===== config.mk =====
export PLATFORM = sky130hd
export DESIGN_NAME = bevq_mem
export DESIGN_NICKNAME = d
export VERILOG_FILES = /design/src/design/bevq_pkg.sv /design/src/design/bevq_mem.sv
export SDC_FILE = /design/constraint.sdc
export NUM_CORES = 2
export LEC_CHECK = 0
export BUFFER_PORTS_ARGS = -buffer_cell sky130_fd_sc_hd__buf_2
export CAP_MARGIN = 5
export CORE_MARGIN = 2
export CORE_UTILIZATION = 42
export DETAILED_ROUTE_END_ITERATION = 10
export GPL_ROUTABILITY_DRIVEN = 0
export PLACE_DENSITY = 0.66
export SKIP_LAST_GASP = 1
export SLEW_MARGIN = 40
export SYNTH_ARGS = -nofsm -noshare
export SYNTH_HDL_FRONTEND = slang
export SYNTH_SLANG_ARGS = --single-unit

===== constraint.sdc =====
create_clock -name clk -period 7.6 [get_ports clk]
set_input_delay 1.52 -clock clk [delete_from_list [all_inputs] [get_ports clk]]
set_output_delay 1.52 -clock clk [all_outputs]
set_load 0.05 [all_outputs]

===== src/design/bevq_pkg.sv =====
// Package for the button event qualifier: commands, register indexes,
// configuration, item, counter-row and update types, and the pin activity helper.
// No dependencies; every other design file imports it.
package bevq_pkg;

  localparam int PIN_COUNT = 64;
  localparam int PIN_W = (PIN_COUNT > 2) ? $clog2(PIN_COUNT) : 1;
  localparam logic [11:0] CNT_MAX = 12'hFFF;

  typedef enum logic [2:0] {
    CMD_DEBOUNCE = 3'd0,
    CMD_LIMIT    = 3'd1,
    CMD_SHORT    = 3'd2,
    CMD_LONG     = 3'd3,
    CMD_REPEAT   = 3'd4,
    CMD_CHORD    = 3'd5
  } cmd_t;

  typedef enum logic [2:0] {
    REG_DEBOUNCE_COUNT = 3'd0,
    REG_LIMIT_COUNT    = 3'd1,
    REG_LONG_PRESS     = 3'd2,
    REG_REPEAT_DELAY   = 3'd3,
    REG_REPEAT_INTVL   = 3'd4,
    REG_ACTIVE_HIGH    = 3'd5,
    REG_OVERRIDE       = 3'd6
  } reg_idx_t;

  typedef struct packed {
    logic [7:0]  debounce_count;
    logic [7:0]  limit_count;
    logic [11:0] long_press_count;
    logic [9:0]  repeat_delay;
    logic [9:0]  repeat_interval;
    logic [63:0] active_high_mask;
    logic [63:0] override_mask;
  } cfg_t;

  typedef struct packed {
    cmd_t       command;
    logic [5:0] pin_index;
    logic       pin_level;
    logic [5:0] second_pin;
    logic       second_level;
  } item_t;

  // One memory row holds every counter bank entry of one pin.
  typedef struct packed {
    logic [11:0] chord;
    logic [11:0] rep;
    logic [11:0] long_press;
    logic [11:0] short_press;
    logic [7:0]  limit;
    logic [7:0]  deb;
  } row_t;

  typedef struct packed {
    logic wr_a;
    logic wr_b;
    row_t row_a;
    row_t row_b;
    logic asserted;
  } upd_t;

  function automatic logic pin_active(cfg_t c, logic [5:0] pin, logic level);
    return (level == c.active_high_mask[pin]) || c.override_mask[pin];
  endfunction

endpackage


===== src/design/bevq_mem.sv =====
// Per-pin counter memory: one write port, two registered read ports,
// and a valid bit per row so that rows read as zero until first written.
// Depends on bevq_pkg for row_t and the pin count.
module bevq_mem (
  input  logic                        clk,
  input  logic                        rst_n,
  input  logic                        rd_en,
  input  logic [bevq_pkg::PIN_W-1:0]  rd_addr_a,
  input  logic [bevq_pkg::PIN_W-1:0]  rd_addr_b,
  output bevq_pkg::row_t              rd_row_a,
  output bevq_pkg::row_t              rd_row_b,
  input  logic                        wr_en,
  input  logic [bevq_pkg::PIN_W-1:0]  wr_addr,
  input  bevq_pkg::row_t              wr_row
);
  import bevq_pkg::*;

  row_t                 mem_r [PIN_COUNT];
  logic [PIN_COUNT-1:0] vld_r;
  row_t                 rd_a_r;
  row_t                 rd_b_r;
  logic                 rv_a_r;
  logic                 rv_b_r;

  always_ff @(posedge clk) begin
    if (wr_en) begin
      mem_r[wr_addr] <= wr_row;
    end
    if (rd_en) begin
      rd_a_r <= mem_r[rd_addr_a];
      rd_b_r <= mem_r[rd_addr_b];
    end
  end

  always_ff @(posedge clk) begin
    if (!rst_n) begin
      vld_r  <= '0;
      rv_a_r <= 1'b0;
      rv_b_r <= 1'b0;
    end else begin
      if (wr_en) begin
        vld_r[wr_addr] <= 1'b1;
      end
      if (rd_en) begin
        rv_a_r <= vld_r[rd_addr_a];
        rv_b_r <= vld_r[rd_addr_b];
      end
    end
  end

  assign rd_row_a = rv_a_r ? rd_a_r : '0;
  assign rd_row_b = rv_b_r ? rd_b_r : '0;

endmodule


# Yosys cells after proc, flatten, opt, wreduce, memory -nomap -nowiden
# Memories as Yosys holds them, arrays and structs flattened. A register that Yosys moved wholly into a read port is not among the register bits.
# Cells that the tools add are included.
[word_totals] regBits=66 latchBits=0 ramBits=4096 romBits=0 output_inout_bits=128 word_cells=20 mem_count=1
[classes] add_sub_neg=0 multipliers=0 div_mod_pow=0 order_cmp=4 eq_ne=0 n_shift=0 n_mux=10 bitwise=1 reduce_logical=1
[memory_table] memory="mem_r" depth=64 width=64 read_ports=2 rd_ports_with_merged_regs=2 write_ports=1 line="bevq_mem.sv:18" source="row_t mem_r [PIN_COUNT];"
[ops] operator="64-bit two-way mux" count=2
[ops] operator="64-bit OR" count=1
[ops] operator="6-bit by 7-bit less-than comparator with 1-bit output (second input constant)" count=3
[ops] operator="1-bit binary-select mux with 6-bit select" count=2
[ops] operator="1-bit demux with 6-bit select" count=1
[ops] operator="6-bit by 1-bit greater-or-equal comparator with 1-bit output (second input constant)" count=1
[ops] operator="1-bit two-way mux" count=5
[ops] operator="1-bit logical AND" count=1

# Logic depth before layout (Yosys ltp)
[logic_depth] ltp_word=5 depth_mapped=9 mapped_depth_nobuf=5

# Worst setup path after synthesis
# No wires, ideal clock.
[synth_path] path_kind="input to register" start="in wr_en" end="mem mem_r[40][0] (netlist bit) (enable)" arrival_time_ns=6.400 path_slack_ns=0.633 cell_stages=3 path_buffers=0 cell_sequence="nor2b_1 nand3_1 nor3_1"
[synth_via] elab_chain_len=2
[synth_lines] element="start: declaration" line="bevq_mem.sv:12" source="input logic wr_en,"
[synth_lines] element="1-bit two-way mux" line="bevq_mem.sv:26" source="if (wr_en) begin"
[synth_lines] element="1-bit two-way mux (not written as such)" line="bevq_mem.sv:27" source="mem_r[wr_addr] <= wr_row;"
[synth_lines] element="end: declaration" line="bevq_mem.sv:18"
# Every way passes these cells.

==> metrics.md <==
| Metric | Value |
|---|---|
| Vias | roughly 100k |
| Unique masters post-synth | 32 |
| Max stage delay on crit path | 0.82 ns |
| Worst Max-Slew Pin Slew | 0.9975 ns |
| Setup TNS | 0 ns |
| Number of global-route vias before repair | 104,500 |
| CTS clk-pin slew, worst paths | 0.06 ns |
| Worst path slowest cell | dfxtp_4 |
| Syn_nets | 8,089 |
| Routed Antenna Nets | 0 |
| Placed cell areas | approximately 210,000 um^2 |
| Final core utilization | about 48% |
| DR iter-0 viols | 15,740 |
| Max Clock Skew | slightly below 0.05 ns |
| Yosys warning count | 0 |
| Register area share after synthesis | 65.97% |
| Critical Path RT | a little over 6 ns |
| First-pass GRT wire length | 851,600 um |
| DP HPWL | ~330,000 um |
| Most area-consuming cells after synthesis | edfxtp_1, mux4_2, clkbuf_1 |
| Reg-to-reg critical path startpoint | mem_r[56][53]$_DFFE_PP_ |
| Final Cell Area | 220,400 um^2 |
| Synth top area share | 65.29% |
| Crit Path Category | reg -> out |
| Row cnt | 249 |
| Initial DRT Pass Iterations | 7 |
| Starting Density | 42.22% |
| CP Max Fanout | 34 |
| Final WL | slightly above 600,000 um |
| Outcome | complete, no violations |
| Hold Crit Class | reg -> reg |
| Final Critical Period | 4.898 ns |
| F_max | around 200 MHz |
| IO buf count | 213 |
| Vias per inst | approximately 6.8 |
| WL/cell | about 41 um |
| Endpoints failing setup | 0 |
| Register bit total from synthesis | 4,290 |
| Crit path DAT | 3.38 ns |
| Setup crit start kind | flip-flop |
| Gate count of the mapped netlist | 8,003 |
| Max Cap Viol | 0 |
| Final hold vios | 0 |
| Core ar. | 460,200 um^2 |
| EDFF count, synth | 4,224 |
| Largest net degree at the start of global routing | 120 |
| Syn Area/Cell | about 24 um^2 |
| Mapped cell area | 194,300 um^2 |
| CP Cell Sequence | buf_4 > and2_1 > buf_2 |
| Setup crit end kind | primary output |
| GR Util All Layers | 26.12% |
| Crit path from | rv_a_r$_SDFFE_PN0P_ |
| Die outline height | 684.1 um |
| Clk Latency, worst-skew pair | 1.03 ns |
| Synth area leader | edfxtp_1 |
| Hold_ws | 0.4856 ns |
| Boundary Pins | around 210 |
| Post-cts sizing count | 0 |
| Hold-fix buffers, CTS | 0 |
| Deepest clock path buffer count | 4 |
| Nets | 8,437 |
| Post-CTS Setup Bufs | 0 |
| Max Slew Vio Count | 0 |
| Max VDD drop | between 0.2 and 0.25 mV |
| Worst slew margin | about a third |
| Top-count cell post-synth | edfxtp_1 |
| Area growth syn-to-layout | 13.43% |
| Pwr dens | 237.2 nW/um^2 |
| Residual DRC count | 0 |
| CTS tree | done |
| Synth cell count leaders | edfxtp_1, mux4_2, clkbuf_1 |
| Leakage Power | 67.44 nW |
| # clock sinks | around 4,300 |
| Fin crit share | roughly 64% |
| Clk root buf | clkbuf_16 |
| Worst hold start | vld_r[9]$_SDFFE_PN0P_ |
| H-tree Lvls | 5 |
| Global route overflow | 0 |
| RSZ-0062 raised after global routing | no |
| Die area | 468,000 um^2 |
| Layout cells sized above 1 | 45.71% |
| Synth async-reset ratio | 0% |
| Main flop type after synthesis | edfxtp_1 |
| Initial antenna violation count | 61 |
| DIE WIDTH | 684.1 um |
| Power Total | 0.05226 W |
| Cts bufs inserted | 444 |
==> stage by stage <==
stage | cells | setup WS (ns)
after floorplan | 8003 | 0.6334
after global placement | 14000 | 2.485
after detailed placement | 14050 | 2.394
after CTS | 14880 | 2.533
after global routing | 14910 | 2.611
final | 14920 | 2.702
==> cells by family after synthesis <==
logic type,after synthesis,synth area share [%]
flops,4290,65.97
simple gates,252,0.7201
compound gates,92,0.3530
buf+inv,641,1.425
mux,2728,31.53
==> layer usage <==
layer | vias up | share of wire [%] | global-route usage, %
met3 | 1499 | 11 | 5.434
li1 | 37310 | - | -
met4 | 28 | 5.4 | 12.66
met1 | 56320 | 35 | 34.33
met2 | 7026 | 48 | 41.87
met5 | - | 0.028 | 0
==> cell type report <==
| cell class | instances | area [um^2] |
|---|---|---|
| Clock buffer | 514 | 11400 |
| Tap cell | 6149 | 7694 |
| Timing Repair Buffer | 543 | 6082 |
| Clock inverter | 315 | 3103 |
| Sequential cell | 4290 | 128200 |
| Antenna cell | 35 | 87.58 |
| Fill cell | 36490 | 239800 |
| Multi-Input combinational cell | 3072 | 63810 |
==> final timing paths <==
path	endpoint	slack, ns	cells past startpoint
hold / removal	vld_r[9]$_SDFFE_PN0P_	0.49	1
setup / recovery	rd_row_a[33]	2.70	3
hold reg to reg	vld_r[9]$_SDFFE_PN0P_	0.49	1
setup reg to reg	rd_a_r[53]$_DFFE_PP_	5.21	3
==> flip-flops by register name, summed over array words and instances (netlist names) <==
register / flops
rv_a_r: 1
vld_r: 64
rd_a_r: 64
rd_b_r: 64
rv_b_r: 1
mem_r: 4096
==> power by group <==
group	switching (W)	internal, W	total, W
logic	0.00208	0.00181	0.00389
registers	0.000172	0.0263	0.0264
clock network	0.00957	0.0124	0.0219
==> placed cells by master (no fill, tap or decap), types with 5 or more instances in the layout <==
| master | instances |
|---|---|
| clkinv_2 | 103 |
| nor2_4 | 60 |
| edfxtp_1 | 4224 |
| buf_4 | 214 |
| buf_12 | 107 |
| buf_6 | 19 |
| o21a_1 | 64 |
| inv_6 | 15 |
| bufinv_16 | 47 |
| diode_2 | 35 |
| buf_2 | 140 |
| buf_8 | 23 |
| clkbuf_16 | 445 |
| nand2_1 | 5 |
| clkinv_4 | 10 |
| dfxtp_1 | 64 |
| buf_16 | 38 |
| clkinv_1 | 102 |
| nor2b_1 | 9 |
| nand2b_1 | 8 |
| clkinvlp_4 | 20 |
| mux4_2 | 2712 |
| and2_1 | 128 |
| clkinv_16 | 9 |
| clkbuf_1 | 68 |
| clkinv_8 | 7 |
| mux2i_1 | 12 |
| and3b_1 | 6 |
| a21oi_1 | 8 |
| nand3_1 | 11 |
==> critical path, delay by kind of cell (launching register included) <==
kind / cells / cell delay [ns]
buf+inv: 2 / 1.02
flops: 1 / 0.82
simple gates: 1 / 0.48
(Power assumes the default switching activity.)
