## src/design/bevq_pkg.sv

```systemverilog
// Package for the button event qualifier: commands, register indexes,
// configuration, item, counter-row and update types, and the pin activity helper.
// No dependencies; every other design file imports it.
package bevq_pkg;

  localparam int PIN_COUNT = 64;
  localparam int PIN_W = (PIN_COUNT > 2) ? $clog2(PIN_COUNT) : 1;
  localparam logic [11:0] CNT_MAX = 12'hFFF;

  typedef enum logic [2:0] {
    CMD_DEBOUNCE = 3'd0,
    CMD_LIMIT    = 3'd1,
    CMD_SHORT    = 3'd2,
    CMD_LONG     = 3'd3,
    CMD_REPEAT   = 3'd4,
    CMD_CHORD    = 3'd5
  } cmd_t;

  typedef enum logic [2:0] {
    REG_DEBOUNCE_COUNT = 3'd0,
    REG_LIMIT_COUNT    = 3'd1,
    REG_LONG_PRESS     = 3'd2,
    REG_REPEAT_DELAY   = 3'd3,
    REG_REPEAT_INTVL   = 3'd4,
    REG_ACTIVE_HIGH    = 3'd5,
    REG_OVERRIDE       = 3'd6
  } reg_idx_t;

  typedef struct packed {
    logic [7:0]  debounce_count;
    logic [7:0]  limit_count;
    logic [11:0] long_press_count;
    logic [9:0]  repeat_delay;
    logic [9:0]  repeat_interval;
    logic [63:0] active_high_mask;
    logic [63:0] override_mask;
  } cfg_t;

  typedef struct packed {
    cmd_t       command;
    logic [5:0] pin_index;
    logic       pin_level;
    logic [5:0] second_pin;
    logic       second_level;
  } item_t;

  // One memory row holds every counter bank entry of one pin.
  typedef struct packed {
    logic [11:0] chord;
    logic [11:0] rep;
    logic [11:0] long_press;
    logic [11:0] short_press;
    logic [7:0]  limit;
    logic [7:0]  deb;
  } row_t;

  typedef struct packed {
    logic wr_a;
    logic wr_b;
    row_t row_a;
    row_t row_b;
    logic asserted;
  } upd_t;

  function automatic logic pin_active(cfg_t c, logic [5:0] pin, logic level);
    return (level == c.active_high_mask[pin]) || c.override_mask[pin];
  endfunction

endpackage

```

## src/design/bevq_cfg.sv

```systemverilog
// Configuration register file for the button event qualifier.
// Depends on bevq_pkg for the register index codes and cfg_t.
module bevq_cfg (
  input  logic              clk,
  input  logic              rst_n,
  input  logic              cfg_valid,
  output logic              cfg_ready,
  input  logic [2:0]        cfg_index,
  input  logic [63:0]       cfg_data,
  output bevq_pkg::cfg_t    cfg
);
  import bevq_pkg::*;

  cfg_t cfg_r;

  assign cfg_ready = 1'b1;
  assign cfg = cfg_r;

  always_ff @(posedge clk) begin
    if (!rst_n) begin
      cfg_r.debounce_count       <= 8'd5;
      cfg_r.limit_count          <= 8'd5;
      cfg_r.long_press_count     <= 12'd100;
      cfg_r.repeat_delay         <= 10'd50;
      cfg_r.repeat_interval      <= 10'd10;
      cfg_r.active_high_mask     <= '0;
      cfg_r.override_mask        <= '0;
    end else if (cfg_valid) begin
      case (reg_idx_t'(cfg_index))
        REG_DEBOUNCE_COUNT: cfg_r.debounce_count       <= cfg_data[7:0];
        REG_LIMIT_COUNT:    cfg_r.limit_count          <= cfg_data[7:0];
        REG_LONG_PRESS:     cfg_r.long_press_count     <= cfg_data[11:0];
        REG_REPEAT_DELAY:   cfg_r.repeat_delay         <= cfg_data[9:0];
        REG_REPEAT_INTVL:   cfg_r.repeat_interval      <= cfg_data[9:0];
        REG_ACTIVE_HIGH:    cfg_r.active_high_mask     <= cfg_data;
        REG_OVERRIDE:       cfg_r.override_mask        <= cfg_data;
        default: ;
      endcase
    end
  end

endmodule

```

## config.mk

```make
export PLATFORM = sky130hd
export DESIGN_NAME = bevq_cfg
export DESIGN_NICKNAME = d
export VERILOG_FILES = /design/src/design/bevq_pkg.sv /design/src/design/bevq_cfg.sv
export SDC_FILE = /design/constraint.sdc
export NUM_CORES = 1
export LEC_CHECK = 0
export BUFFER_PORTS_ARGS = -buffer_cell sky130_fd_sc_hd__buf_2
export CAP_MARGIN = 20
export CELL_PAD_IN_SITES_DETAIL_PLACEMENT = 1
export CELL_PAD_IN_SITES_GLOBAL_PLACEMENT = 1
export CORE_UTILIZATION = 36
export CTS_CLUSTER_DIAMETER = 50
export DETAILED_ROUTE_END_ITERATION = 8
export PLACE_DENSITY = 0.88
export REMOVE_ABC_BUFFERS = 1
export SLEW_MARGIN = 20
export SYNTH_ARGS = -nofsm -noshare
export SYNTH_HDL_FRONTEND = slang
export SYNTH_SLANG_ARGS = --single-unit
```

## constraint.sdc

```tcl
create_clock -name clk -period 1.45 [get_ports clk]
set_input_delay 0.145 -clock clk [delete_from_list [all_inputs] [get_ports clk]]
set_output_delay 0.145 -clock clk [all_outputs]
set_load 0.1 [all_outputs]
```

After elaboration in Yosys (flattened, before gate mapping)
Index checks and enable logic that the tools add are counted.
{ "classes": {"mul": 0, "bitwise": 0, "n_addsub": 0, "reduce_logical": 8, "shift": 0, "mux": 0, "n_div": 0, "n_lt_le_gt_ge": 0, "n_eq_ne": 6} }
{ "ops": {"columns": ["op", "n"], "rows": [
  ["2-bit AND reduction", 7],
  ["3-bit equality test, second input constant", 3],
  ["3-bit by 2-bit equality test with 1-bit output, second input constant", 2],
  ["3-bit by 1-bit equality test with 1-bit output, second input constant", 1],
  ["3-bit zero test", 1]
]} }
{ "totals": {"n_memories": 0, "latchBits": 0, "ramBits": 0, "register_bits": 176, "inputBits": 70, "word_cells": 21, "out_inout_bits": 177, "romBits": 0} }

Depth between registers and ports, before layout
Gate-level depths: netlist of run 1.
{ "depth": {"depth_word": 2, "mapped_depth": 4, "depth_no_buf": 2} }

Least setup slack after synthesis of run 1
No wires, ideal clock.
{ "synth_timing": {"path_type": "reg-to-reg", "from": "register cfg[138] (netlist name)", "to": "register cfg_r, in the netlist cfg[138]", "n_path_buf": 0, "synth_period_minus_slack_ns": 1.234, "arrival_time_ns": 1.158, "required_ns": 1.374, "setup_time_ns": 0.076, "path_stages_with_launch": 3, "setup_slack_ns": 0.216, "cell_sequence": "dfxtp_1 nand2_1 mux2i_1"} }
{ "synth_lines": {"columns": ["item", "line", "text"], "rows": [
  ["end, declared", "bevq_cfg.sv:14", "cfg_t cfg_r;"]
]} }

Worst setup path after layout of run 1
{ "layout_timing": {"from": "register cfg_r, in the netlist cfg[69]", "to": "output port cfg[69] (netlist name)"} }
{ "layout_lines": {"columns": ["item", "line", "text"], "rows": [
  ["end, declared", "bevq_cfg.sv:10", "output bevq_pkg::cfg_t cfg"]
]} }
No word-level cell between the ends.

==> results of run 1 <==
-- path summary, 6_finish.rpt --
| check | start | cells past startpoint | to | slack (ns) |
|---|---|---|---|---|
| hold reg to reg | cfg[123] | 2 | cfg[123] | 0.46 |
| hold / removal | cfg_data[27] | 3 | cfg[91] | 0.01 |
| setup reg to reg | cfg[35] | 2 | cfg[35] | 0.81 |
| setup / recovery | cfg[69] | 1 | cfg[69] | 0.08 |
-- power by group through the flow --
| stage | registers (mW) | logic [mW] | clock network, mW |
|---|---|---|---|
| finish | 5.00 | 1.57 | 4.95 |
| detailed placement | 5.10 | 1.51 | 0 |
| global placement | 5.10 | 1.48 | 0 |
| CTS | 4.99 | 1.58 | 5.07 |
| global route | 5.00 | 1.65 | 5.26 |
| floorplan | 5.87 | 0.294 | 0 |
-- repair_timing --
item	CTS	global route
endpoints found under the hold margin	54	0
setup endpoints to repair	0	0
hold buffers	32	0
resized for setup	0	0
-- cells in the mapped netlist --
cell,instances,share of area
nand4bb_1,2,0.0034
nand4b_1,2,0.0027
buf_4,9,0.010
conb_1,1,0.00057
and4b_1,2,0.0030
dfxtp_1,176,0.54
or4b_1,1,0.0015
nor2b_1,19,0.018
clkbuf_1,26,0.015
buf_2,12,0.0091
mux2i_1,176,0.27
nand2_1,228,0.13
and4bb_2,1,0.0019
-- layout by cell type, fill, tap and decap left out, drive strengths merged, types with 2 or more instances in the layout --
cell type / n
buf: 272
nand2: 228
mux2i: 176
dfxtp: 176
dlygate4sd3: 32
nor2b: 19
clkbuf: 19
inv: 4
bufinv: 4
nand4b: 2
nand4bb: 2
clkinvlp: 2
and4b: 2
-- per-layer routing --
metal | global-route usage | up-vias
met4 | 0.0519 | 0
met1 | 0.217 | 2641
li1 | - | 2699
met3 | 0.0667 | 14
met5 | 0 | -
met2 | 0.359 | 161
-- cells by family after synthesis --
| kind of cell | count (synthesis) | share of synthesized area |
|---|---|---|
| buffers and inverters | 47 | 0.0343 |
| multiplexers | 176 | 0.268 |
| AND/OR/NAND/NOR | 255 | 0.161 |
| other | 1 | 0.000571 |
| flip-flops | 176 | 0.536 |
-- worst min-delay path: cells and delay by family --
family        cells  cell delay [ns]
mux               1             0.07
buf+inv           1             0.09
simple gates      1             0.07
-- through the flow --
step	setup TNS [ns]	cells	hold slack, ns	power (mW)	utilization
after CTS	0	1171	0.000636	11.6	0.511
final	0	1171	0.0122	11.5	0.511
after floorplan	-226.61	608	0.293	6.16	-
after global routing	0	1171	0.0119	11.9	0.511
after global placement	0	1109	0.417	6.58	0.458
after detailed placement	0	1109	0.428	6.61	0.458
-- area by class of cell --
cell class / count / area share
repair buffers: 304 / 0.206
clock buffers: 19 / 0.0495
flip-flops and latches: 176 / 0.385
multi-input cells: 432 / 0.309
well taps: 229 / 0.0313
clock inverters: 11 / 0.0196
==> flow_summary.ini, run 1 <==
[sta]
finClkSkew_ns = 0
fin_crit_sh = 0.944
drv_slew = 0
relSlewSlack = 0.653
period_needed_ns = 1.37
tightestPinTransition_ns = 0.523
fin_ws_ns = 0.0814
hold_violations = 0
fmax_ghz = 0.731
rsz0062_at_grt = false
setup_viol = 0

[clocking]
clkSinkCount = 176
cts_buffers = 17
insertion_delay_ns = 0.41
clockBufferDepth = 2
clockRootBuffer = clkbuf_16
htree_levels = 4
postCtsSetupRepairBufs = 0
cts_tree = done
worst_setup_hold_path_clk_slew_ns = 0.07

[layout]
drive_above_1_share = 0.323
diodes = 0
num-nets-final = 1001
fillerInstances = 2077
largest_reg_flops = 176
multiInputGateArea_um2 = 2830
final-seq-area_um2 = 3520
area_delta_synth_final_pct = 39.2
stdcell_area_um2 = 9150

[floorplan]
dieArea_um2 = 18800
boundaryPins = 247
initial_core_util = 0.367
num_rows = 49
core_um2 = 17900
die_w_um = 137
die_h_um = 137

[routing]
drtIter0Drc = 144
vias_per_cell = 4.71
wl_um = 18800
top_layer = met4
wl_per_cell_um = 16.1
antenna_left = 0
wl_met1_um = 7600
dr_wl_met3_um = 1400
remaining_drc_errors = 0
vias = 5515
wl_met2_um = 9600
drt_first_pass_iters = 5

[worst_setup_path]
cp_top_family = buffers and inverters
crit_buf_inv = 1
path_max_fanout = 2
cpMaxStageDelayCell = buf_2
start_kind = register
critPathMaxStageDelay_ns = 0.44
critPathArrivalTime_ns = 1.22
crit_required_ns = 1.31
critPathCaptureType = output port
path_class = register to output port
worstPathCellList = buf_2

[place]
place_ws_ns = 0.178
place_area_um2 = 8200
io_buffers = 245
hpwlAfterDp_um = 13300
gp_congestion = 0.753

[grt]
grt_pass1_wl_um = 28700
antenna_found_initial = 0
grt_pass1_vias = 5715
overflow = 0
track_usage = 0.197
grt_max_degree = 45

[power_and_ir_drop]
power.density_nw_per_um2 = 1260
switchingPower_mw = 3.20
ir_drop_mv = 0.770
swShare = 0.278
pwr-share-comb = 0.136
leakage_nw = 4.66
seqPwrFrac = 0.434
intPower_mw = 8.32
clkPwrFrac = 0.430

[status]
outcome = finished, final reports clean

[yosys]
ys_ff_latch = 176
syn_area_um2 = 6570
yosys_warnings = 0
ys_seq_area_frac = 0.536
syn_inst = 655
postSynthAreaPerCell_um2 = 10.0
synthDistinctLibCells = 13

[flow_run]
drv_cap = 0

[hold_path]
holdCritPathClass = primary input to register
No activity file was read; power rests on OpenSTA's default activity.
==> inputs of run 2 (changes only) <==
--- a/config.mk
+++ b/config.mk
@@ -5,14 +5,16 @@
 export SDC_FILE = /design/constraint.sdc
 export NUM_CORES = 1
 export LEC_CHECK = 0
+export ABC_CLOCK_PERIOD_IN_PS = 1450
 export BUFFER_PORTS_ARGS = -buffer_cell sky130_fd_sc_hd__buf_2
 export CAP_MARGIN = 20
 export CELL_PAD_IN_SITES_DETAIL_PLACEMENT = 1
 export CELL_PAD_IN_SITES_GLOBAL_PLACEMENT = 1
-export CORE_UTILIZATION = 36
+export CORE_UTILIZATION = 38
+export CTS_BUF_LIST = sky130_fd_sc_hd__clkbuf_8
 export CTS_CLUSTER_DIAMETER = 50
 export DETAILED_ROUTE_END_ITERATION = 8
-export PLACE_DENSITY = 0.88
+export PLACE_DENSITY = 0.92
 export REMOVE_ABC_BUFFERS = 1
 export SLEW_MARGIN = 20
 export SYNTH_ARGS = -nofsm -noshare
==> flow_summary.ini, run 2 (synthesis gave the netlist of run 1 again) <==
[grt]
overflow = 0
grt_pass1_vias = 6248
grt_pass1_wl_um = 32400
antenna_found_initial = 0
grt_max_degree = 42
track_usage = 0.233

[routing]
wl_um = 20700
vias = 5763
antenna_left = 0
drt_first_pass_iters = 4
vias_per_cell = 4.86
drtIter0Drc = 158
wl_per_cell_um = 17.4
remaining_drc_errors = 0

[place]
hpwlAfterDp_um = 13400
io_buffers = 245
gp_congestion = 0.764
place_area_um2 = 8120

[sta]
setup_tns_ns = 0
period_needed_ns = 1.40
tightestPinTransition_ns = 0.521
fmax_ghz = 0.713
fin_hold_ws_ns = 0.0205
fin_crit_sh = 0.967
rsz0062_at_grt = false
hold_violations = 0
drv_slew = 0
relSlewSlack = 0.655
finClkSkew_ns = 0
setup_viol = 0

[worst_setup_path]
critPathCaptureType = output port
crit_buf_inv = 1
cpMaxStageDelayCell = buf_2
crit_required_ns = 1.31
path_class = register to output port
worstPathCellList = buf_2
start_kind = register
r2r-end = cfg[116]
critPathArrivalTime_ns = 1.26
path_max_fanout = 2
critPathMaxStageDelay_ns = 0.43
r2r_slack_ns = 0.71
worstReg2RegStart = cfg[116]
ff2ff_path_depth = 2
cp_top_family = buffers and inverters

[clocking]
postCtsSetupRepairBufs = 0
htree_levels = 4
worst_setup_hold_path_clk_slew_ns = 0.10
insertion_delay_ns = 0.44
clockRootBuffer = clkbuf_8
clockBufferDepth = 2
clkSinkCount = 176
cts_tree = done
cts_buffers = 17

[layout]
stdcell_area_um2 = 9190
drive_above_1_share = 0.309
diodes = 0
area_delta_synth_final_pct = 39.8
fillerInstances = 1946
final_common_cell = nand2_1
mostFrequentLayoutCells = nand2_1, buf_2, mux2i_1, dfxtp_1, dlygate4sd3_1
largest_reg_flops = 176
num-nets-final = 1023

[status]
outcome = finished, final reports clean

[hold_path]
hold_end = cfg[143]
hp-start = cfg_data[5]
min_path_cells = 3
holdCritPathClass = primary input to register

[floorplan]
dieArea_um2 = 17800
die_h_um = 134
boundaryPins = 247
initial_core_util = 0.392
die_w_um = 134
core_um2 = 16800
num_rows = 47

[power_and_ir_drop]
power.density_nw_per_um2 = 1110
leakage_nw = 4.64
ir_drop_mv = 0.522

[flow_run]
drv_cap = 0
[run 2: cell count changes in the layout (fill, tap and decap cells not counted)]
cell	change
inv_6	-3
buf_12	-2
dlygate4sd3_1	+27
buf_2	-23
clkinv_4	+1
bufinv_16	-1
clkbuf_16	-17
clkinv_2	+3
buf_4	-2
clkbuf_8	+18
clkinvlp_4	-2
clkbuf_4	+22
inv_1	+2
[run 2: area by class of cell]
class | instances | area [um2] | area share
timing repair buffer | 326 | 2150 | 0.234
tap | 220 | 275 | 0.0300
clock inverter | 11 | 139 | 0.0151
sequential | 176 | 3520 | 0.384
multi-input combinational | 432 | 2830 | 0.308
clock buffer | 20 | 275 | 0.0300
[run 2: power breakdown]
group / switching (mW) / leakage [nW] / internal, mW
Sequential: 0.0612 / 1.42 / 4.94
Clock: 1.76 / 0.221 / 1.83
Combinational: 1.21 / 2.99 / 0.435
[run 2: how the worst max path moves through the flow]
stage | startpoint | endpoint | slack (ns) | depth (start not counted)
finish | cfg[12] | cfg[12] | 0.05 | 1
global route | cfg[155] | cfg[155] | 0.0003 | 1
CTS | cfg[32] | cfg[32] | 0.01 | 1
detailed placement | cfg_index[0] | cfg[169] | 0.05 | 3
global placement | cfg_index[0] | cfg[170] | 0.08 | 3
floorplan | cfg_index[0] | cfg[0] | -2.16 | 2
[run 2: metal layers]
| metal | track usage | up-vias | part of all wire |
|---|---|---|---|
| met5 | 0 | - | 0 |
| met4 | 0.0966 | 0 | 0.025 |
| met3 | 0.0620 | 41 | 0.056 |
| met2 | 0.432 | 190 | 0.52 |
| met1 | 0.247 | 2795 | 0.40 |
| li1 | - | 2737 | - |
[run 2: worst reg2reg max path: cells and delay by family, from the launching register on]
family | cells | cell delay (ns)
multiplexers | 1 | 0.19
AND/OR/NAND/NOR | 1 | 0.07
flip-flops | 1 | 0.39
[run 2: repair_timing]
| item | in CTS | in global routing |
|---|---|---|
| cloned | 0 | 0 |
| endpoints found under the setup margin | 1 | 22 |
| pin swaps | 0 | 0 |
| resized for setup | 1 | 22 |
| endpoints found under the hold margin | 116 | 0 |
| hold buffers | 59 | 0 |
[run 2: stage by stage]
| stage | worst slack (ns) | instances | util | power (mW) |
|---|---|---|---|---|
| 3_5_place_dp | 0.0466 | 1095 | 0.485 | 6.60 |
| 5_1_grt | 0.000284 | 1185 | 0.548 | 10.6 |
| 2_1_floorplan | -2.16 | 608 | - | 6.16 |
| 3_3_place_gp | 0.0834 | 1095 | 0.485 | 6.57 |
| 4_1_cts | 0.00952 | 1185 | 0.545 | 10.3 |
| 6_report | 0.0481 | 1185 | 0.548 | 10.2 |
