<file path="src/design/bevq_pkg.sv">
// Package for the button event qualifier: commands, register indexes,
// configuration, item, counter-row and update types, and the pin activity helper.
// No dependencies; every other design file imports it.
package bevq_pkg;

  localparam int PIN_COUNT = 64;
  localparam int PIN_W = (PIN_COUNT > 2) ? $clog2(PIN_COUNT) : 1;
  localparam logic [11:0] CNT_MAX = 12'hFFF;

  typedef enum logic [2:0] {
    CMD_DEBOUNCE = 3'd0,
    CMD_LIMIT    = 3'd1,
    CMD_SHORT    = 3'd2,
    CMD_LONG     = 3'd3,
    CMD_REPEAT   = 3'd4,
    CMD_CHORD    = 3'd5
  } cmd_t;

  typedef enum logic [2:0] {
    REG_DEBOUNCE_COUNT = 3'd0,
    REG_LIMIT_COUNT    = 3'd1,
    REG_LONG_PRESS     = 3'd2,
    REG_REPEAT_DELAY   = 3'd3,
    REG_REPEAT_INTVL   = 3'd4,
    REG_ACTIVE_HIGH    = 3'd5,
    REG_OVERRIDE       = 3'd6
  } reg_idx_t;

  typedef struct packed {
    logic [7:0]  debounce_count;
    logic [7:0]  limit_count;
    logic [11:0] long_press_count;
    logic [9:0]  repeat_delay;
    logic [9:0]  repeat_interval;
    logic [63:0] active_high_mask;
    logic [63:0] override_mask;
  } cfg_t;

  typedef struct packed {
    cmd_t       command;
    logic [5:0] pin_index;
    logic       pin_level;
    logic [5:0] second_pin;
    logic       second_level;
  } item_t;

  // One memory row holds every counter bank entry of one pin.
  typedef struct packed {
    logic [11:0] chord;
    logic [11:0] rep;
    logic [11:0] long_press;
    logic [11:0] short_press;
    logic [7:0]  limit;
    logic [7:0]  deb;
  } row_t;

  typedef struct packed {
    logic wr_a;
    logic wr_b;
    row_t row_a;
    row_t row_b;
    logic asserted;
  } upd_t;

  function automatic logic pin_active(cfg_t c, logic [5:0] pin, logic level);
    return (level == c.active_high_mask[pin]) || c.override_mask[pin];
  endfunction

endpackage

</file>
<file path="src/design/bevq_qual.sv">
// Qualifier arithmetic: takes the current counter rows of the sampled pins
// and produces the updated rows, the write requests and the result bit.
// Depends on bevq_pkg for cfg_t, item_t, row_t and upd_t.
module bevq_qual (
  input  bevq_pkg::cfg_t  cfg,
  input  bevq_pkg::item_t item,
  input  bevq_pkg::row_t  row_a,
  input  bevq_pkg::row_t  row_b,
  output bevq_pkg::upd_t  upd
);
  import bevq_pkg::*;

  logic        pa_ok;
  logic        pb_ok;
  logic        same_pin;
  logic        on_a;
  logic        on_b;
  logic        on_p;
  logic [11:0] lp;
  logic [11:0] dc12;
  logic [11:0] plim;
  logic [11:0] base;
  logic [11:0] top;
  logic [11:0] rep_start;
  logic [11:0] ch_a;
  logic [11:0] ch_b_in;
  logic [11:0] ch_b;
  logic [11:0] ch_a_fin;
  row_t        new_a;
  row_t        new_b;
  logic        wr_a;
  logic        wr_b;
  logic        res;

  assign pa_ok    = {1'b0, item.pin_index} < 7'(PIN_COUNT);
  assign pb_ok    = {1'b0, item.second_pin} < 7'(PIN_COUNT);
  assign same_pin = item.pin_index == item.second_pin;
  assign on_a     = pin_active(cfg, item.pin_index, item.pin_level);
  assign on_b     = pin_active(cfg, item.second_pin, item.second_level);
  // A second pin of zero, or one beyond the pin range, never inhibits a press.
  assign on_p     = on_a && !((item.second_pin != '0) && pb_ok && on_b);

  assign lp        = cfg.long_press_count;
  assign dc12      = {4'b0, cfg.debounce_count};
  assign plim      = (lp == CNT_MAX) ? CNT_MAX : lp + 12'd1;
  assign base      = dc12 + {2'b0, cfg.repeat_delay};
  assign top       = base + {2'b0, cfg.repeat_interval};
  assign rep_start = (row_a.rep == top) ? base : row_a.rep;

  // Chord: the first pin counts while twice its count is below the long-press
  // count; the second pin then counts while one more stays below it.
  assign ch_a     = !on_a ? '0 :
                    ({row_a.chord, 1'b0} < {1'b0, lp}) ? row_a.chord + 12'd1 : row_a.chord;
  assign ch_b_in  = same_pin ? ch_a : row_b.chord;
  assign ch_b     = !on_b ? '0 :
                    ({1'b0, ch_b_in} + 13'd1 < {1'b0, lp}) ? ch_b_in + 12'd1 : ch_b_in;
  assign ch_a_fin = same_pin ? ch_b : ch_a;

  always_comb begin
    new_a = row_a;
    new_b = same_pin ? row_a : row_b;
    wr_a  = 1'b0;
    wr_b  = 1'b0;
    res   = 1'b0;
    case (item.command)
      CMD_DEBOUNCE: begin
        if (!on_a) begin
          new_a.deb = '0;
        end else if (row_a.deb < cfg.debounce_count) begin
          new_a.deb = row_a.deb + 8'd1;
        end
        res  = new_a.deb == cfg.debounce_count;
        wr_a = 1'b1;
      end
      CMD_LIMIT: begin
        if (!on_a) begin
          new_a.limit = '0;
        end else if (row_a.limit < cfg.limit_count) begin
          new_a.limit = row_a.limit + 8'd1;
        end
        res  = new_a.limit == cfg.limit_count;
        wr_a = 1'b1;
      end
      CMD_SHORT: begin
        if (on_p) begin
          if (row_a.short_press < plim) begin
            new_a.short_press = row_a.short_press + 12'd1;
          end
        end else begin
          res = (row_a.short_press > dc12) && (row_a.short_press < lp);
          new_a.short_press = '0;
        end
        wr_a = 1'b1;
      end
      CMD_LONG: begin
        if (!on_p) begin
          new_a.long_press = '0;
        end else if (row_a.long_press < plim) begin
          new_a.long_press = row_a.long_press + 12'd1;
        end
        res  = new_a.long_press == lp;
        wr_a = 1'b1;
      end
      CMD_REPEAT: begin
        if (!on_a) begin
          new_a.rep = '0;
        end else if (rep_start < CNT_MAX) begin
          new_a.rep = rep_start + 12'd1;
        end else begin
          new_a.rep = rep_start;
        end
        res  = (new_a.rep == dc12) || (new_a.rep == top);
        wr_a = 1'b1;
      end
      CMD_CHORD: begin
        new_a.chord = ch_a;
        new_b.chord = ch_b;
        res  = ({ch_a_fin, 1'b0} >= {1'b0, lp}) && ({ch_b, 1'b0} >= {1'b0, lp});
        wr_a = pb_ok;
        wr_b = pb_ok;
        res  = res && pb_ok;
      end
      default: ;
    endcase
  end

  assign upd.wr_a     = wr_a && pa_ok;
  assign upd.wr_b     = wr_b && pa_ok;
  assign upd.row_a    = new_a;
  assign upd.row_b    = new_b;
  assign upd.asserted = res && pa_ok;

endmodule
</file>
<file path="config.mk">
export PLATFORM = sky130hd
export DESIGN_NAME = bevq_qual
export DESIGN_NICKNAME = d
export VERILOG_FILES = /design/src/design/bevq_pkg.sv /design/src/design/bevq_qual.sv
export SDC_FILE = /design/constraint.sdc
export NUM_CORES = 1
export LEC_CHECK = 0
export ABC_AREA = 1
export BUFFER_PORTS_ARGS = -buffer_cell sky130_fd_sc_hd__buf_4
export CORE_ASPECT_RATIO = 1.2
export CORE_MARGIN = 4
export CORE_UTILIZATION = 40
export DETAILED_ROUTE_END_ITERATION = 8
export PLACE_DENSITY = 0.68
export SYNTH_ARGS = -nofsm -noshare
export SYNTH_HDL_FRONTEND = slang
export SYNTH_SLANG_ARGS = --single-unit
</file>
<file path="constraint.sdc">
create_clock -name vclk -period 12.7
set_input_delay 2.54 -clock vclk [all_inputs]
set_output_delay 2.54 -clock vclk [all_outputs]
set_load 0.05 [all_outputs]
</file>
# After elaboration in Yosys (flattened, before gate mapping)

Index checks and enable logic that the tools add are counted.

Input bits: 321
Register bits after elaboration: 0
Logic and storage cells: 92
Output and inout port bits: 131

Reductions and logical operators: 11
Add/sub/neg operators: 11
Equality and inequality tests: 15
Order comparisons: 13
Multiplexer cells: 42

Operator list:

| cell                    | number |
|---|---|
| $mux W12                | 21 |
| $add A12 B1 Y12 const B | 6 |
| $mux W64                | 1 |
| $mux W8                 | 8 |
| $eq A12 B12 Y1          | 3 |
| $lt A12 B12 Y1          | 3 |
| $ge A13 B12 Y1          | 2 |
| $lt A13 B12 Y1          | 2 |
| $bmux W1 S6             | 4 |
| $add A8 B1 Y8 const B   | 2 |
| $eq A8 B8 Y1            | 2 |
| $lt A8 B8 Y1            | 2 |
| $lt A6 B7 Y1 const B    | 2 |
| $add A12 B1 Y13 const B | 1 |
| $add A11 B10 Y12        | 1 |
| $eq A12 B12 Y1 const B  | 1 |
| $eq A12 B8 Y1           | 1 |
| $gt A12 B8 Y1           | 1 |
| $lt A12 B12 Y1 const B  | 1 |
| $add A8 B10 Y11         | 1 |
| $mux W1                 | 7 |
| $eq A3 B2 Y1 const B    | 2 |
| $eq A3 B3 Y1 const B    | 2 |
| $eq A6 B6 Y1            | 1 |
| 9 further kinds         | 15 |

# Logic depth before layout (Yosys ltp)

Gate-level depths: netlist (run 1).

Depth after elaboration: 14
Mapped depth: 51
Depth with buffers taken out: 47

# Worst setup path before layout (run 1)

OpenSTA, ideal clock, no wires.

Path type: input-to-output
From: in cfg[158] in the netlist's numbering
To: out upd[0] in the netlist's numbering
Stages on the path: 44
Setup slack: 2.649 ns
Required time: 10.160 ns
Buffers on the path: 1
Arrival time: 7.511 ns
Cells stage by stage: inv_1 -> ha_1 -> a21oi_1 -> nor2_1 -> nor2_1 -> nand2_1 -> a21oi_1 -> nand2_1 -> xor2_1 -> inv_1 -> nand3_1 -> nand2_1 -> ha_1 -> nand2_1 -> nor2_2 -> nand3_1 -> xor2_1 -> inv_1 -> [8 not listed] -> nand3_1 -> inv_2 -> nand2_1 -> o21ai_1 -> ha_1 -> a21oi_1 -> o221ai_1 -> a31oi_1 -> o21ai_0 -> nand3_1 -> nand2_1 -> o21ai_0 -> o211ai_1 -> inv_1 -> nand2_1 -> nand2_1 -> nand3_1 -> buf_4

Word-level cells in the longest chain between the ends: 12
Elaborated cells on any way between the ends: 25
Those cells by class: add/sub: 3; order compare: 6; eq/ne: 2; mux: 12; reduce/logical: 2

Ends and longest elaborated chain:

| item                | RTL line         | source |
|---|---|---|
| start: declaration  | bevq_qual.sv:5   | `input bevq_pkg::cfg_t cfg,` |
| $lt A13 B12 Y1      | bevq_qual.sv:53  | `({row_a.chord, 1'b0} < {1'b0, lp}) ? row_a.chord + 12'd1 : row_a.chord;` |
| $mux W12            | bevq_qual.sv:53  |  |
| $mux W12            | bevq_qual.sv:52  | `assign ch_a = !on_a ? '0 :` |
| $mux W12            | bevq_qual.sv:54  | `assign ch_b_in = same_pin ? ch_a : row_b.chord;` |
| $add A12 B1 Y13     | bevq_qual.sv:56  | `({1'b0, ch_b_in} + 13'd1 < {1'b0, lp}) ? ch_b_in + 12'd1 : ch_b_in;` |
| $lt A13 B12 Y1      | bevq_qual.sv:56  |  |
| $mux W12            | bevq_qual.sv:56  |  |
| $mux W12            | bevq_qual.sv:55  | `assign ch_b = !on_b ? '0 :` |
| $mux W12            | bevq_qual.sv:57  | `assign ch_a_fin = same_pin ? ch_b : ch_a;` |
| $ge A13 B12 Y1      | bevq_qual.sv:118 | `res = ({ch_a_fin, 1'b0} >= {1'b0, lp}) && ({ch_b, 1'b0} >= {1'b0, lp});` |
| $logic_and A1 B1 Y1 | bevq_qual.sv:118 |  |
| $pmux W1 S6 *       | bevq_qual.sv:65  | `case (item.command)` |
| end: declaration    | bevq_qual.sv:9   | `output bevq_pkg::upd_t upd` |

Mark *: on every way between the ends. The rest lies on a longest branch, timed or not. The select of a mux whose other input is x is not followed.

==> results of run 1 <==
cell type report:
| cell class | instances | area (um2) | area share, % |
|---|---|---|---|
| multi-input cells | 1904 | 10200 | 67.3 |
| well taps | 385 | 482 | 3.19 |
| repair buffers | 465 | 3490 | 23.1 |
| inverters | 254 | 958 | 6.35 |
worst paths after layout:
| check | cells after the start | startpoint | slack, ps | to |
|---|---|---|---|---|
| min | 3 | item[15] | 5410 | upd[130] |
| max | 45 | item[9] | 760 | upd[0] |
cells in the mapped netlist (11+ instances only):
master / count
a21oi_1: 64
buf_2: 25
buf_4: 21
buf_6: 11
clkbuf_1: 38
ha_1: 125
inv_1: 229
inv_2: 19
nand2_1: 731
nand2_2: 31
nand3_1: 252
nand4_1: 65
nor2_1: 163
nor3_1: 25
o211ai_1: 18
o21ai_0: 232
o21ai_1: 18
o22ai_1: 17
xor2_1: 46
kinds of logic after synthesis:
family / Yosys count / share of synthesized area [%]
XOR/XNOR: 51 / 3.89
adder cells (fa/ha/maj): 127 / 13.7
AND/OR/NAND/NOR: 1330 / 50.4
AO/OA/AOI/OAI: 396 / 18.9
buffers and inverters: 352 / 13.0
routing by layer:
metal | up-vias | GRT usage, % | share of wire, %
li1 | 8242 | - | -
met1 | 7448 | 38.5 | 40
met2 | 706 | 57.8 | 49
met3 | 128 | 5.40 | 7.8
met4 | 4 | 10.8 | 4.1
met5 | - | 0 | 0.049
metrics by stage:
step           cells  cell area, um2
2_1_floorplan   2256           11700
3_3_place_gp    3008           15100
3_5_place_dp    3008           15100
4_1_cts         3008           15100
5_1_grt         3008           15100
6_report        3008           15100
power breakdown:
part,internal [W],total [W],switching (W),leakage (nW)
logic,0.000284,0.000834,0.000550,8.41
registers,0,0,0,0
clock network,0,0,0,0
total,0.000284,0.000834,0.000550,8.41
worst max-delay path, delay by kind of cell:
kind | cells | cell delay (ps)
AO/OA/AOI/OAI | 10 | 1650
XOR/XNOR | 1 | 190
adder cells (fa/ha/maj) | 3 | 850
buffers and inverters | 6 | 1160
AND/OR/NAND/NOR | 25 | 2960
timing repair:
| item | in CTS | in global routing |
|---|---|---|
| hold endpoints to repair | 0 | 0 |
| hold buffers | 0 | 0 |
| endpoints found under the setup margin | 0 | 1 |
| resized for setup | 0 | 1 |
==> metrics.txt, run 1 <==
IO buf count 452; Chip Width 164 um; # rows 68; run status completed; type of the worst min-delay path input pin to output pin; hold violation count in the final report 0; Area growth syn-to-layout 29.3%; setup TNS 0 ps; Final Cycle Share 94.0%; final setup fails 0; number of clock buffers in the layout 0; synthesized area per cell 5.18 um2; DR vias 16500; DIE AREA 32000 um2; f_max 83.8 MHz; pwr dens 55.2 nW/um2; sequential cell count 0; gpl congestion 1.01; Slew Limit Fails 0; Die H 195 um; Crit path largest cell delay 390 ps; distinct cell type count after synthesis 58; largest net degree at the start of global routing 72; commonest non-fill, non-tap cells in the layout nand2_1 (730), buf_4 (464), nand3_1 (252); syn nets 2704; GRT Total Usage 32.2%; critical-path maximum fanout 39; Synth Cell Area 11700 um2; worst slew pin tran 1150 ps; grt ovf 0; DPL Wire Length 45700 um; Top Ports 452; DR WL/cell 18.2 um; CP endpoint kind output pin; Via-to-Cell Ratio 5.49; Worst setup SP type input pin; Slowest-stage cell, CP buf_4; Final ANT Viol Nets 0; DRC violation count after routing 0; max_slew headroom 22.8%; RSZ-0062 raised after global routing no; CORE AREA 28800 um2; Seq/Total Area, Yosys 0%; vias in the first global route 15800; Reg area 0 um2; final critical-path setup slack 760 ps; Min Clock Period, post-route 11940 ps; DRT iter0 DRCs 1233; layout cells sized above 1 21.4%; # fillers 3115; commonest non-fill, non-tap cell in the layout nand2_1; TritonRoute pass-1 iters 5; WS Path Type input pin to output pin; Worst EP required 10160 ps; LEAKAGE 8.41 nW; Max Cap Violations 0; number of synthesis warnings 0; WP data arrival 9400 ps; initial antenna violation count 2; final hold slack 5410 ps; total power 0.000834 W; Initial Utilization 40.6%; final net count 3073; Yosys top cell area share 23.5%; area leader, netlist nand2_1; top post-synthesis cells by area nand2_1 (23%), ha_1 (13%), nand3_1 (11%); drt total wl 54900 um; DP Worst Slack 683 ps; Ant. Diodes 0; maximum vdd ir drop 0.0398 mV; Finished Core Util 52.5%; postcts setup bufs 0; first-pass GRT wire length 84100 um; cells after synthesis 2256
Power figures use the tool's default switching activity.
==> run 2, diff against run 1 <==
--- a/config.mk
+++ b/config.mk
@@ -7,11 +7,10 @@
 export LEC_CHECK = 0
 export ABC_AREA = 1
 export BUFFER_PORTS_ARGS = -buffer_cell sky130_fd_sc_hd__buf_4
-export CORE_ASPECT_RATIO = 1.2
-export CORE_MARGIN = 4
-export CORE_UTILIZATION = 40
+export CORE_AREA = 2 2 174 176
 export DETAILED_ROUTE_END_ITERATION = 8
-export PLACE_DENSITY = 0.68
+export DIE_AREA = 0 0 176 178
+export PLACE_DENSITY = 0.67
 export SYNTH_ARGS = -nofsm -noshare
 export SYNTH_HDL_FRONTEND = slang
 export SYNTH_SLANG_ARGS = --single-unit
==> constraint.sdc (replaced) <==
create_clock -name vclk -period 12.7
set_input_delay 1.905 -clock vclk [all_inputs]
set_output_delay 1.905 -clock vclk [all_outputs]
set_load 0.05 [all_outputs]
==> run 2 against run 1 <==
Flip-flop and latch count unchanged. Sequential share of layout area unchanged. Fmax is 5.9% higher. Design area fell by 0.38%. Worst setup slack gained 660 ps. Worst hold slack got worse by 1300 ps. Critical endpoint unchanged. Highest routed layer is now met4.
==> metrics.txt, run 2 (same netlist as run 1, synthesis figures left out) <==
run status completed; DRC violation count after routing 0 (unchanged); type of the worst min-delay path input pin to output pin; final setup fails 0 (unchanged); Reg area 0 um2 (unchanged); Min Clock Period, post-route 11280 ps (-662 ps); Via-to-Cell Ratio 5.56 (+1.1%); DR WL/cell 17.8 um (-2.4%); metal3 WL 4620 um (+8.3%); Worst setup SP type input pin; Metal-1 WL 22500 um (+3.6%); hold path start item[15]; setup TNS 0 ps (unchanged); CP Launch Point item[2]; top sig layer met4; layout cells sized above 1 21.1% (-0.27 points); total power 0.000831 W (-0.39%); Chip Width 176 um (+7.3%); Area growth syn-to-layout 28.8%; Worst EP required 10800 ps (+640 ps); TritonRoute pass-1 iters 6 (+1); P_int 0.000282 W (-0.81%); Seq pwr share 0% (unchanged); first-pass GRT wire length 82000 um (-2.5%); drt total wl 53500 um (-2.4%); critical-path maximum fanout 45 (+15%); DRT iter0 DRCs 1332 (+8.0%); # fillers 3161 (+1.5%); grt ovf 0 (unchanged); LEAKAGE 8.36 nW (-0.52%); WS Path Type input pin to output pin; Slew Limit Fails 0 (unchanged); Clk pwr share 0% (unchanged); commonest non-fill, non-tap cell in the layout nand2_1; final net count 3064 (-0.29%); postcts setup bufs 0 (unchanged); Slowest-stage cell, CP inv_2; Crit path largest cell delay 570 ps (+180 ps); gpl congestion 1.04 (+2.7%); GRT Total Usage 32.3% (+0.10 points); hold_buf cts 0 (unchanged); sw power 0.000549 W (-0.17%); f_max 88.7 MHz (+5.9%); DPL Wire Length 44100 um (-3.5%); commonest non-fill, non-tap cells in the layout nand2_1 (730), buf_4 (456), nand3_1 (252); crit-path most repeated cell nand2_1; CP endpoint kind output pin; Comb pwr share 100.0% (about the same); met2 WL 24600 um (-7.8%); vias in the first global route 15400 (-2.9%); Initial Utilization 39.7% (-0.89 points); IO buf count 452 (unchanged); WP data arrival 9370 ps (-30 ps); worst slew pin tran 1150 ps (+4.36 ps); initial antenna violation count 3 (+1); Max Cap Violations 0 (unchanged); RSZ-0062 raised after global routing no; Final Cycle Share 88.8% (-5.2 points); Finished Core Util 51.2% (-1.3 points); largest net degree at the start of global routing 100 (+39%); Net Sw Frac 66.1% (+0.14 points); post-CTS sizing 0 (unchanged); maximum vdd ir drop 0.0276 mV (-31%); CORE AREA 29400 um2 (+2.2%); pwr dens 55.2 nW/um2 (about the same); DIE AREA 31300 um2 (-2.1%); Final ANT Viol Nets 0 (unchanged); hold violation count in the final report 0 (unchanged); number of clock buffers in the layout 0 (unchanged); Die H 178 um (-8.8%); final hold slack 4150 ps (-1260 ps); sequential cell count 0 (unchanged); Final Cell Area 15000 um2 (-0.38%); Post-DP Area 15000 um2 (-0.41%); # rows 63 (-7.4%); Top Ports 452 (unchanged); DR vias 16700 (+1.1%); max_slew headroom 22.5% (-0.29 points)
[run 2: cell count changes in the layout (fill, tap and decap cells not counted), sizes merged]
cell   previous run  this run
buf             465       456
diode             0         3
[run 2: routing by layer]
metal | vias up | global-route usage [%]
li1 | 8238 | -
met1 | 7496 | 42.1
met2 | 861 | 55.8
met3 | 116 | 3.47
met4 | 0 | 10.3
met5 | - | 0
[run 2: area by class of cell]
cell class	count	area [um2]	share of cell area [%]
inverter	254	958	6.37
tap	390	488	3.24
timing repair buffer	456	3420	22.8
antenna	3	7.51	0.0499
multi-input combinational	1904	10200	67.6
[run 2: path summary, 6_finish.rpt]
| check | end | depth (start not counted) |
|---|---|---|
| hold / removal | upd[130] | 3 |
| setup / recovery | upd[0] | 41 |
[run 2: through the flow]
stage / cells / worst slack, ps
3_3_place_gp: 3004 / 1770
5_1_grt: 3007 / 697
4_1_cts: 3004 / 1550
2_1_floorplan: 2256 / 3920
3_5_place_dp: 3004 / 1560
6_report: 3007 / 1420
[run 2: worst max-delay path: cells and delay by family]
kind	cells	cell delay [ps]
buffers and inverters	7	1960
AOI/OAI and AO/OA	10	1710
adders and majority gates	3	820
xor gates and xnor gates	1	190
and+or+nand+nor	20	2710
[run 2: power by group through the flow]
stage	Clock, W	Sequential [W]	Combinational [W]
finish	0.0000000000318	0	0.000831
global route	0.0000000000317	0	0.000912
CTS	0	0	0.000821
floorplan	0	0	0.000547
global placement	0	0	0.000807
detailed placement	0	0	0.000817
==> run 3, diff against run 2 <==
--- a/config.mk
+++ b/config.mk
@@ -5,12 +5,14 @@
 export SDC_FILE = /design/constraint.sdc
 export NUM_CORES = 1
 export LEC_CHECK = 0
-export ABC_AREA = 1
+export ABC_AREA = 0
 export BUFFER_PORTS_ARGS = -buffer_cell sky130_fd_sc_hd__buf_4
-export CORE_AREA = 2 2 174 176
+export CORE_ASPECT_RATIO = 1.2
+export CORE_MARGIN = 1.5
+export CORE_UTILIZATION = 40
 export DETAILED_ROUTE_END_ITERATION = 8
-export DIE_AREA = 0 0 176 178
 export PLACE_DENSITY = 0.67
+export REMOVE_ABC_BUFFERS = 1
 export SYNTH_ARGS = -nofsm -noshare
 export SYNTH_HDL_FRONTEND = slang
 export SYNTH_SLANG_ARGS = --single-unit
==> run 3 against run 2 <==
Count of clock-buffer cells in the layout is the same. Fmax down 6.5%. Wire length rose by 2.1%. Via count down 8.4%. Die area up 1.0%. Area after synthesis up 4.7%. Non-clock buffer count increased by 18. Sequential share of layout area unchanged. Worst setup slack lost 780 ps. Critical path depth shrank 1. Cell count is 16% lower. Critical path type unchanged. Largest cell class unchanged. Highest routed layer is now met5.
==> metrics.txt, run 3 <==
run status completed; critical-path maximum fanout 8 (-82%); Area growth syn-to-layout 28.5%; Top Ports 452 (unchanged); Min Clock Period, post-route 12060 ps (+784 ps); f_max 82.9 MHz (-6.5%); Yosys top cell area share 12.8% (-11 points); DIE AREA 31700 um2 (+1.0%); sw power 0.000537 W (-2.1%); max_slew headroom 34.8% (+12 points); vias in the first global route 15000 (-2.8%); # rows 69 (+9.5%); hold_buf cts 0 (unchanged); pwr dens 55.8 nW/um2 (+1.1%); non-filler instance count after layout 2520 (-16%); Ant. Diodes 0 (-3); worst hold path depth 4 (+1); DR WL/cell 21.7 um (+22%); DR vias 15300 (-8.4%); WS Path Type input pin to output pin; Synth Cell Area 12200 um2 (+4.7%); DPL Wire Length 45700 um (+3.7%); Slew Limit Fails 0 (unchanged); hold violation count in the final report 0 (unchanged); Synth Area in Compound Gates 27.0% (+8.1 points); Comb pwr share 100.0% (about the same); CP endpoint kind output pin; WP data arrival 10160 ps (+790 ps); setup TNS 0 ps (unchanged); CORE AREA 29900 um2 (+1.6%); Initial Utilization 41.0% (+1.2 points); distinct cell type count after synthesis 105 (+81%); synthesized area per cell 6.89 um2 (+33%); largest family of logic cells by synthesized area simple AND/OR/NAND/NOR gates; Crit path largest cell delay 550 ps (-20 ps); # fillers 3059 (-3.2%); most common cell in the netlist nand2_1; number of synthesis warnings 0 (unchanged); LEAKAGE 7.34 nW (-12%); Chip Width 163 um (-7.6%); DRC violation count after routing 0 (unchanged); top post-synthesis cells by area ha_1 (13%), nand2_1 (9.7%), mux2i_1 (7.0%); adder-cell share of the synthesized area 13.1% (-0.62 points); worst slew pin tran 968 ps (-186 ps); Net Sw Frac 61.2% (-4.9 points); P_int 0.000340 W (+21%); area leader, netlist ha_1; crit-path most repeated cell o21a_1; area of the multi-input gates 11400 um2 (+13%); synth cell count leaders nand2_1 (315), ha_1 (125), nor2_1 (121); largest net degree at the start of global routing 78 (-22%); Synth Area in Simple Gates 28.6% (-22 points); layout cells sized above 1 26.7% (+5.5 points); cells after synthesis 1775 (-21%); initial antenna violation count 1 (-2); Seq pwr share 0% (unchanged); gpl congestion 1.00 (-3.4%); commonest non-fill, non-tap cells in the layout buf_4 (472), nand2_1 (315), ha_1 (124); commonest non-fill, non-tap cell in the layout buf_4; RSZ-0062 raised after global routing no; Final ANT Viol Nets 0 (unchanged); drt total wl 54700 um (+2.1%); Slowest-stage cell, CP a2111oi_0; maximum vdd ir drop 0.0403 mV (+46%); Via-to-Cell Ratio 6.08 (+9.3%); Final Cycle Share 95.0% (+6.2 points); hold endpoint upd[42]; Max Cap Violations 0 (unchanged); TritonRoute pass-1 iters 5 (-1); Clk pwr share 0% (unchanged); Worst EP required 10800 ps (about the same); Finished Core Util 52.6% (+1.5 points); mux share of post-synthesis cell area 15.0% (+15 points); sequential cell count 0 (unchanged); Worst setup SP type input pin; type of the worst min-delay path input pin to output pin; final setup fails 0 (unchanged); IO buf count 452 (unchanged); first-pass GRT wire length 83200 um (+1.5%); Placed Cells 2518 (-16%); Die H 195 um (+9.3%); Reg area 0 um2 (unchanged); GRT Total Usage 33.0% (+0.72 points); number of clock buffers in the layout 0 (unchanged); final net count 2580 (-16%); post-synthesis xor/xnor area fraction 9.74% (+5.8 points); DRT iter0 DRCs 1166 (-12%); Seq/Total Area, Yosys 0% (unchanged); grt ovf 0 (unchanged); hold path start row_b[41]
run 3: cell count changes after synthesis, sizes merged, moves of 30 or more:
| cell | previous run | this run |
|---|---|---|
| and3 | 0 | 31 |
| inv | 249 | 57 |
| mux2i | 0 | 87 |
| mux4 | 0 | 31 |
| nand2 | 763 | 316 |
| nand3 | 262 | 50 |
| nand4 | 66 | 36 |
| nor2 | 180 | 122 |
| o21ai | 252 | 115 |
| xnor2 | 4 | 89 |
run 3: what timing repair did:
item | in CTS | in global routing
resized for setup | 0 | 8
endpoints found under the setup margin | 0 | 1
setup buffers | 0 | 2
run 3: power groups by stage:
stage	Combinational, W	Clock (W)	Sequential [W]
after global placement	0.000855	0	0
after global routing	0.000938	0	0
after floorplan	0.000537	0	0
after CTS	0.000867	0	0
final	0.000878	0	0
after detailed placement	0.000864	0	0
run 3: area by class of cell:
class              count  share of cell area, %
multi-input cells   1599                   72.8
well taps            390                   3.10
inverters             57                   1.36
repair buffers       474                   22.7
run 3: cells by family (layout without fill, tap and decap cells):
group,after synthesis,after routing
AO/OA/AOI/OAI,471,471
XOR/XNOR,133,133
adder cells (fa/ha/maj),127,127
buffers and inverters,176,531
multiplexers,140,140
AND/OR/NAND/NOR,728,728
run 3: worst max-delay path by stage:
| stage | start | end | slack, ps | depth (start not counted) |
|---|---|---|---|---|
| after detailed placement | item[9] | upd[0] | 370 | 39 |
| after floorplan | item[13] | upd[0] | 810 | 30 |
| after CTS | item[9] | upd[0] | 330 | 39 |
| after global placement | item[9] | upd[0] | 540 | 40 |
| final | cfg[156] | upd[0] | 640 | 40 |
| after global routing | item[8] | upd[0] | 40 | 40 |
run 3: worst max-delay path: cells and delay by family:
family / cells / cell delay (ps)
mux: 1 / 200
compound gates: 20 / 4380
buf+inv: 3 / 420
xor+xnor: 2 / 370
fa+ha+maj: 4 / 1170
simple gates: 10 / 1720
run 3: metrics by stage:
stage / instance area [um2] / setup slack (ps) / hold slack, ps / power [W]
2_1_floorplan: 11600 / 805 / 4080 / 0.000537
3_3_place_gp: 15700 / 536 / 4160 / 0.000855
3_5_place_dp: 15700 / 366 / 4160 / 0.000864
4_1_cts: 15700 / 333 / 4160 / 0.000867
5_1_grt: 15700 / 36.8 / 4170 / 0.000938
6_report: 15700 / 638 / 4160 / 0.000878
run 3: layer usage:
layer | GRT usage [%] | wire length (um) | share of wire (%) | up-vias
met3 | 3.20 | 3410 | 6.2 | 178
met5 | 0 | 11 | 0.020 | -
met4 | 17.1 | 3220 | 5.9 | 2
met2 | 63.0 | 28100 | 51 | 703
met1 | 35.4 | 19900 | 36 | 7133
li1 | - | - | - | 7294
